--- config.mk ---
export PLATFORM = sky130hd
export DESIGN_NAME = fvcw_ctrl
export DESIGN_NICKNAME = d
export VERILOG_FILES = /design/src/sv/fvcw_pkg.sv /design/src/sv/fvcw_ctrl.sv
export SDC_FILE = /design/constraint.sdc
export NUM_CORES = 1
export LEC_CHECK = 0
export ABC_AREA = 1
export ABC_CLOCK_PERIOD_IN_PS = 2350
export BUFFER_PORTS_ARGS = -buffer_cell sky130_fd_sc_hd__buf_4
export CORE_MARGIN = 2
export CORE_UTILIZATION = 30
export CTS_CLUSTER_SIZE = 12
export DETAILED_ROUTE_END_ITERATION = 16
export PLACE_DENSITY = 0.59
export SYNTH_ARGS = -nofsm -noshare
export SYNTH_HDL_FRONTEND = slang
export SYNTH_SLANG_ARGS = --single-unit
--- constraint.sdc ---
create_clock -name clk -period 2.35 [get_ports clk]
set_input_delay 0.5875 -clock clk [delete_from_list [all_inputs] [get_ports clk]]
set_output_delay 0.5875 -clock clk [all_outputs]
set_load 0.02 [all_outputs]
--- src/sv/fvcw_pkg.sv ---
// Shared types, constants and color wheel table for the flow color wheel block.
package fvcw_pkg;

  localparam int FRAC_BITS        = 16;
  localparam int ANGLE_ITERATIONS = 16;
  localparam int CNT_W            = 5;
  localparam logic [31:0] ONE     = 32'(1) << FRAC_BITS;

  localparam int RY = 15;
  localparam int YG = 6;
  localparam int GC = 4;
  localparam int CB = 11;
  localparam int BM = 13;
  localparam int MR = 6;
  localparam int NCOLS = RY + YG + GC + CB + BM + MR;

  localparam logic [7:0] NCOLS_M1 = 8'(NCOLS - 1);

  // atan(2^-i) in turns, scaled by 2^32
  localparam logic [31:0] ATAN_TURNS [24] = '{
    32'd536870912, 32'd316933406, 32'd167458907, 32'd85004756, 32'd42667331,
    32'd21354465, 32'd10680094, 32'd5340245, 32'd2670163, 32'd1335087,
    32'd667544, 32'd333772, 32'd166886, 32'd83443, 32'd41722, 32'd20861,
    32'd10430, 32'd5215, 32'd2608, 32'd1304, 32'd652, 32'd326, 32'd163, 32'd81
  };

  typedef struct packed {
    logic               mode;
    logic               frame_start;
    logic signed [31:0] flow_x;
    logic signed [31:0] flow_y;
    logic               flow_valid;
  } in_item_t;

  typedef struct packed {
    logic [7:0] red;
    logic [7:0] green;
    logic [7:0] blue;
    logic       pixel_colored;
  } out_item_t;

  typedef struct packed {
    logic load;
    logic mul_x;
    logic mul_y;
    logic mul_r;
    logic sqrt_step;
    logic max_upd;
    logic div_step;
    logic calc_p;
    logic calc_c;
    logic emit;
  } cmd_t;

  typedef struct packed {
    logic in_range;
    logic out_free;
    logic iter_done;
    logic div_done;
  } sts_t;

  // Wheel entry k as {red, green, blue}; elaboration time only
  function automatic logic [23:0] wheel_entry(input int k);
    int r;
    int g;
    int b;
    if (k < RY) begin
      r = 255; g = 255 * k / RY; b = 0;
    end else if (k < RY + YG) begin
      r = 255 - 255 * (k - RY) / YG; g = 255; b = 0;
    end else if (k < RY + YG + GC) begin
      r = 0; g = 255; b = 255 * (k - RY - YG) / GC;
    end else if (k < RY + YG + GC + CB) begin
      r = 0; g = 255 - 255 * (k - RY - YG - GC) / CB; b = 255;
    end else if (k < RY + YG + GC + CB + BM) begin
      r = 255 * (k - RY - YG - GC - CB) / BM; g = 0; b = 255;
    end else begin
      r = 255; g = 0; b = 255 - 255 * (k - RY - YG - GC - CB - BM) / MR;
    end
    return {8'(r), 8'(g), 8'(b)};
  endfunction

  typedef logic [NCOLS-1:0][23:0] wheel_lut_t;

  function automatic wheel_lut_t wheel_build();
    wheel_lut_t lut;
    for (int k = 0; k < NCOLS; k++) lut[k] = wheel_entry(k);
    return lut;
  endfunction

  localparam wheel_lut_t WHEEL = wheel_build();

  // Wheel entry k, channel ch (0 red, 1 green, 2 blue)
  function automatic logic [7:0] wheel_val(input logic [5:0] k, input logic [1:0] ch);
    logic [23:0] e;
    e = WHEEL[k];
    case (ch)
      2'd0:    return e[23:16];
      2'd1:    return e[15:8];
      default: return e[7:0];
    endcase
  endfunction

endpackage

--- src/sv/fvcw_ctrl.sv ---
// Sequencer for the flow color wheel: steps the datapath through one item.
module fvcw_ctrl (
  input  logic              clk,
  input  logic              rst_n,
  input  logic              in_valid,
  input  logic              in_mode,
  input  logic              in_flow_valid,
  input  fvcw_pkg::sts_t    sts,
  output fvcw_pkg::cmd_t    cmd,
  output logic              busy
);
  import fvcw_pkg::*;

  typedef enum logic [9:0] {
    S_IDLE  = 10'b0000000001,
    S_MULX  = 10'b0000000010,
    S_MULY  = 10'b0000000100,
    S_MULR  = 10'b0000001000,
    S_ITER  = 10'b0000010000,
    S_UPD   = 10'b0000100000,
    S_DIV   = 10'b0001000000,
    S_PCALC = 10'b0010000000,
    S_CCALC = 10'b0100000000,
    S_VOUT  = 10'b1000000000
  } state_t;

  state_t state_r, state_nxt;
  logic   color_r, color_nxt;

  always_comb begin
    state_nxt = state_r;
    color_nxt = color_r;
    cmd       = '0;
    unique case (state_r)
      S_IDLE: begin
        if (in_valid) begin
          cmd.load  = 1'b1;
          color_nxt = in_mode;
          if (in_flow_valid) state_nxt = S_MULX;
          else if (in_mode)  state_nxt = S_VOUT;
        end
      end
      S_MULX: begin
        cmd.mul_x = 1'b1;
        state_nxt = S_MULY;
      end
      S_MULY: begin
        cmd.mul_y = 1'b1;
        state_nxt = S_MULR;
      end
      S_MULR: begin
        cmd.mul_r = 1'b1;
        state_nxt = S_ITER;
      end
      S_ITER: begin
        cmd.sqrt_step = 1'b1;
        if (sts.iter_done) begin
          if (!color_r)          state_nxt = S_UPD;
          else if (sts.in_range) state_nxt = S_DIV;
          else                   state_nxt = S_PCALC;
        end
      end
      S_UPD: begin
        cmd.max_upd = 1'b1;
        state_nxt   = S_IDLE;
      end
      S_DIV: begin
        cmd.div_step = 1'b1;
        if (sts.div_done) state_nxt = S_PCALC;
      end
      S_PCALC: begin
        cmd.calc_p = 1'b1;
        state_nxt  = S_CCALC;
      end
      S_CCALC: begin
        cmd.calc_c = 1'b1;
        state_nxt  = S_VOUT;
      end
      S_VOUT: begin
        if (sts.out_free) begin
          cmd.emit  = 1'b1;
          state_nxt = S_IDLE;
        end
      end
      default: state_nxt = S_IDLE;
    endcase
  end

  assign busy = (state_r != S_IDLE);

  always_ff @(posedge clk) begin
    if (!rst_n) begin
      state_r <= S_IDLE;
      color_r <= 1'b0;
    end else begin
      state_r <= state_nxt;
      color_r <= color_nxt;
    end
  end

endmodule

[Yosys cells after proc, flatten, opt, wreduce, memory -nomap -nowiden]
Index checks and enable logic that the tools add are counted.
Operators by class
  add/subtract/negate cells: 0
  multipliers: 0
  div/mod/pow operators: 0
  $lt $le $gt $ge: 0
  equal/unequal tests: 16
  shift-type cells: 0
  muxes and demuxes: 21
  bitwise operators: 0
  reduce and logical (&&, ||, !) cells: 2
Operators with widths (count)
  10-bit one-hot mux with 9 select lines: 1
  10-bit two-way mux: 7
  1-bit two-way mux: 12
  10-bit by 1-bit equality test with 1-bit output, second input constant: 1
  10-bit equality test, second input constant: 1
  10-bit by 2-bit equality test with 1-bit output, second input constant: 1
  10-bit by 3-bit equality test with 1-bit output, second input constant: 1
  10-bit by 4-bit equality test with 1-bit output, second input constant: 1
  10-bit by 5-bit equality test with 1-bit output, second input constant: 1
  10-bit by 6-bit equality test with 1-bit output, second input constant: 1
  10-bit by 7-bit equality test with 1-bit output, second input constant: 1
  10-bit by 8-bit equality test with 1-bit output, second input constant: 1
  10-bit by 9-bit equality test with 1-bit output, second input constant: 1
  10-bit by 1-bit inequality test with 1-bit output, second input constant: 1
  8-bit two-way mux: 1
  2-bit inequality test, second input constant: 4
  5-bit AND reduction: 1
  3-bit inequality test, second input constant: 1
  2-bit AND reduction: 1
Word-level totals
  register bits: 11
  latch bits: 0
  RAM bits: 0
  ROM bits: 0
  input bits: 9
  output and inout bits: 11
  logic and storage cells: 41
  memories kept: 0

[Depth between registers and ports, before layout]
  word-level depth: 4
  mapped depth: 11
  depth with buffers taken out: 11

[Worst setup path before layout]
Ideal clock, no wire load.
  path type: flip-flop to output port
  from: reg state_r[2]
  to: out cmd[4] in the netlist's numbering
  arrival: 1.240 ns
  data required time: 1.762 ns
  path slack: 0.523 ns
  stages on the path, launching flop included: 4
  buffers on the path: 0
  cells stage by stage: dfxtp_1 -> nor2_1 -> nand2_2 -> nor4_1
RTL lines
  start, declared: RTL line fvcw_ctrl.sv:27  | state_t state_r, state_nxt;
  start signal, assigned: RTL line fvcw_ctrl.sv:96  | state_r <= state_nxt;
  end, declared: RTL line fvcw_ctrl.sv:9  | output fvcw_pkg::cmd_t cmd,

==> impl_metrics.yaml <==
run_status:
  outcome: "finished, final reports clean"
floorplanning:
  die_x_um: 54.0
  initial_utilization_pct: 30.9
  row_count: 18
  die_area_sq_um: 2920
  top_level_ports: 20
  core_area_sq_um: 2430
  die_y_um: 54.0
worst_setup_path:
  crit-reg2reg-launch: "state_r[0]"
  worst-setup-path-type: "flop to output port"
  worst-r2r-cell-count: 10
  reg2reg_setup_slack_ns: 0.97
  timing.critical_path.cells: "nor2_2, nand2_2, inv_1, nand3_2, nor2_1, buf_4"
  critical_path.slowest_cell: "sky130_fd_sc_hd__dfxtp_1"
  required_ns: 1.76
  path_max_fanout: 5
  cp-start-kind: "flop"
  slowest_stage_delay_cp_ns: 0.33
  endpoint_kind: "output port"
  rr_endpoint: "state_r[9]"
  arrival_ns: 1.40
worst_hold_path:
  hold_class: "flop to flop"
  min_from: "state_r[4]"
  min_delay_path_depth: 2
  worst_hold_path.endpoint: "state_r[4]"
power:
  pd_cells_nw_per_um2: 1040
  p_total_mw: 0.995
  cellLeakagePower_nw: 0.590
  vdd_drop_max_v: 0.000513
global_routing:
  grt_overflow: 0
  grt_pass1_wl_um: 2970
  maximum_number_of_pins_on_one_net_before_global_route_repair: 12
  grt_util_all_layers_pct: 14.4
  initial_antenna_violation_count: 0
  vias_in_the_first_global_route: 686
finish:
  most-common-layout-cells: "sky130_fd_sc_hd__inv_1 (29), sky130_fd_sc_hd__nand2_1 (29), sky130_fd_sc_hd__nor2_1 (24)"
  layout.nets: 161
  fillerInstances: 268
  syn_to_final_growth_pct: 27.0
  drive_above_1_share_pct: 24.5
  antennaDiodeCount: 0
logic_synthesis:
  netlist_top_cells_area: "sky130_fd_sc_hd__dfxtp_1 (29%), sky130_fd_sc_hd__inv_1 (14%), sky130_fd_sc_hd__nand2_1 (14%), sky130_fd_sc_hd__nor2_1 (12%), sky130_fd_sc_hd__nand3_1 (6.0%)"
  syn-mean-instance-area_sq_um: 5.82
  synth_largest_type_area_fraction_pct: 29.3
  flip_flop_and_latch_count_after_synthesis: 11
  postSynthCellCount: 129
  mappedNetlistArea_sq_um: 751
  ys.warnings.count: 0
  mappedNetlistNets: 138
  synth_area_leader_cell: "sky130_fd_sc_hd__dfxtp_1"
  synth-seq-area-share_pct: 29.3
  unique_cell_type_count_in_the_yosys_netlist: 19
timing:
  slew_violations: 0
  finalSetupViolCount: 0
  fin_tns_setup_ns: 0
  worst_clock_skew_ns: 0.00551
  rsz0062_at_grt: "no"
  post_route_clock_period_utilization_pct: 84.4
  worstMarginPinSlew_ns: 0.268
  fin_hold_viols: 0
  fmaxAchievable_ghz: 0.504
  time_the_final_worst_path_needs_with_i_o_delays_and_setup_ns: 1.98
  max_slew_margin_pct: 81.9
route:
  route.detailed.wl_per_inst_um: 10.2
  drt_drc_violations_left: 0
  routed_wirelength_um: 1850
  vias_per_cell: 4.24
  detail_route.iter0.violations: 17
  vias: 767
  final_antenna_net_count: 0
  detail_route.first_pass.iterations: 4
cts:
  numCtsBuffers: 3
  cts.reportedPaths.clkPinSlew_ns: 0.08
  cts_hold_repair.buffers: 0
  cts_setup_buffers: 0
  ctsRootBufferMaster: "sky130_fd_sc_hd__clkbuf_4"
  clock_insertion_delay_worst_skew_ns: 0.27
  tritoncts_clock_tree: "built"
  clock_path_buffers: 2
  cts_num_sinks: 11
  cts.repair.resized: 0
  cts-htree-levels: 1
placed_design:
  globalplace.congestion: 0.811
  numPortBuffers: 19
  hpwlAfterDp_um: 1540
run:
  drv.max_cap_violation_count: 0
kinds of logic (layout without fill, tap and decap cells):
| group | Yosys count | count (layout) | share of synthesized area [%] |
|---|---|---|---|
| AO/OA/AOI/OAI | 4 | 4 | 2.67 |
| AND/OR/NAND/NOR | 82 | 82 | 52.0 |
| flip-flops | 11 | 11 | 29.3 |
| buffers and inverters | 32 | 54 | 16.0 |
sequential cells by signal, summed over array words and instances (netlist names):
signal	flops
color_r	1
state_r	10
routing by layer:
metal  GRT usage (%)  up-vias  share of wire, %
li1                -      428                 -
met1            18.8      319                51
met2            23.0       18                42
met3            2.78        2               5.5
met4            6.25        0               1.1
met5               0        -                 0
how the worst max path moves through the flow:
stage / start / endpoint / slack (ns) / cells past startpoint
3_5_place_dp: state_r[7] / cmd[9] / 0.66 / 6
6_report: state_r[7] / cmd[9] / 0.37 / 6
2_1_floorplan: state_r[2] / cmd[4] / 0.52 / 3
5_1_grt: state_r[7] / cmd[9] / 0.21 / 6
4_1_cts: state_r[7] / cmd[9] / 0.34 / 6
3_3_place_gp: state_r[2] / cmd[3] / 0.67 / 6
critical path: cells and delay by family, from the launching register on:
kind	cells	cell delay, ns
simple gates	4	0.54
flops	1	0.33
buf+inv	2	0.26
Yosys cell counts:
| master | n |
|---|---|
| sky130_fd_sc_hd__nand3_1 | 9 |
| sky130_fd_sc_hd__nor4_1 | 1 |
| sky130_fd_sc_hd__nor3b_1 | 1 |
| sky130_fd_sc_hd__nand4_1 | 2 |
| sky130_fd_sc_hd__nor3_1 | 2 |
| sky130_fd_sc_hd__o21ai_0 | 2 |
| sky130_fd_sc_hd__nand2_4 | 1 |
| sky130_fd_sc_hd__inv_2 | 2 |
| sky130_fd_sc_hd__nor2_2 | 4 |
| sky130_fd_sc_hd__clkbuf_1 | 1 |
| sky130_fd_sc_hd__nand2_2 | 4 |
| sky130_fd_sc_hd__nor2_1 | 24 |
| sky130_fd_sc_hd__nor2_4 | 2 |
| sky130_fd_sc_hd__inv_1 | 29 |
| sky130_fd_sc_hd__o21ai_1 | 2 |
| sky130_fd_sc_hd__and2_1 | 1 |
| sky130_fd_sc_hd__dfxtp_1 | 11 |
| sky130_fd_sc_hd__nand2_1 | 29 |
| sky130_fd_sc_hd__nand3_2 | 2 |
metrics by stage:
stage / instances / instance area, sq um / hold WS (ns) / util (%) / setup WS [ns]
finish: 181 / 953 / 0.536 / 39.2 / 0.366
global route: 181 / 953 / 0.570 / 39.2 / 0.212
floorplan: 129 / 751 / 0.487 / - / 0.523
detailed placement: 177 / 927 / 0.528 / 38.1 / 0.657
CTS: 181 / 953 / 0.539 / 39.2 / 0.344
global placement: 177 / 927 / 0.507 / 38.1 / 0.666
layout make-up:
class,count,area [sq um],area share [%]
timing repair buffer,19,143,15.0
clock buffer,4,26.3,2.76
tap,30,37.5,3.94
sequential,11,220,23.1
multi-input combinational,86,410,43.0
inverter,31,116,12.2
power breakdown:
group	leakage, nW	internal, mW	switching [mW]
Combinational	0.486	0.204	0.395
Sequential	0.0897	0.228	0.0356
Clock	0.0150	0.0656	0.0667
Total	0.590	0.497	0.498
Note: power is estimated with default switching activity, not from simulation.
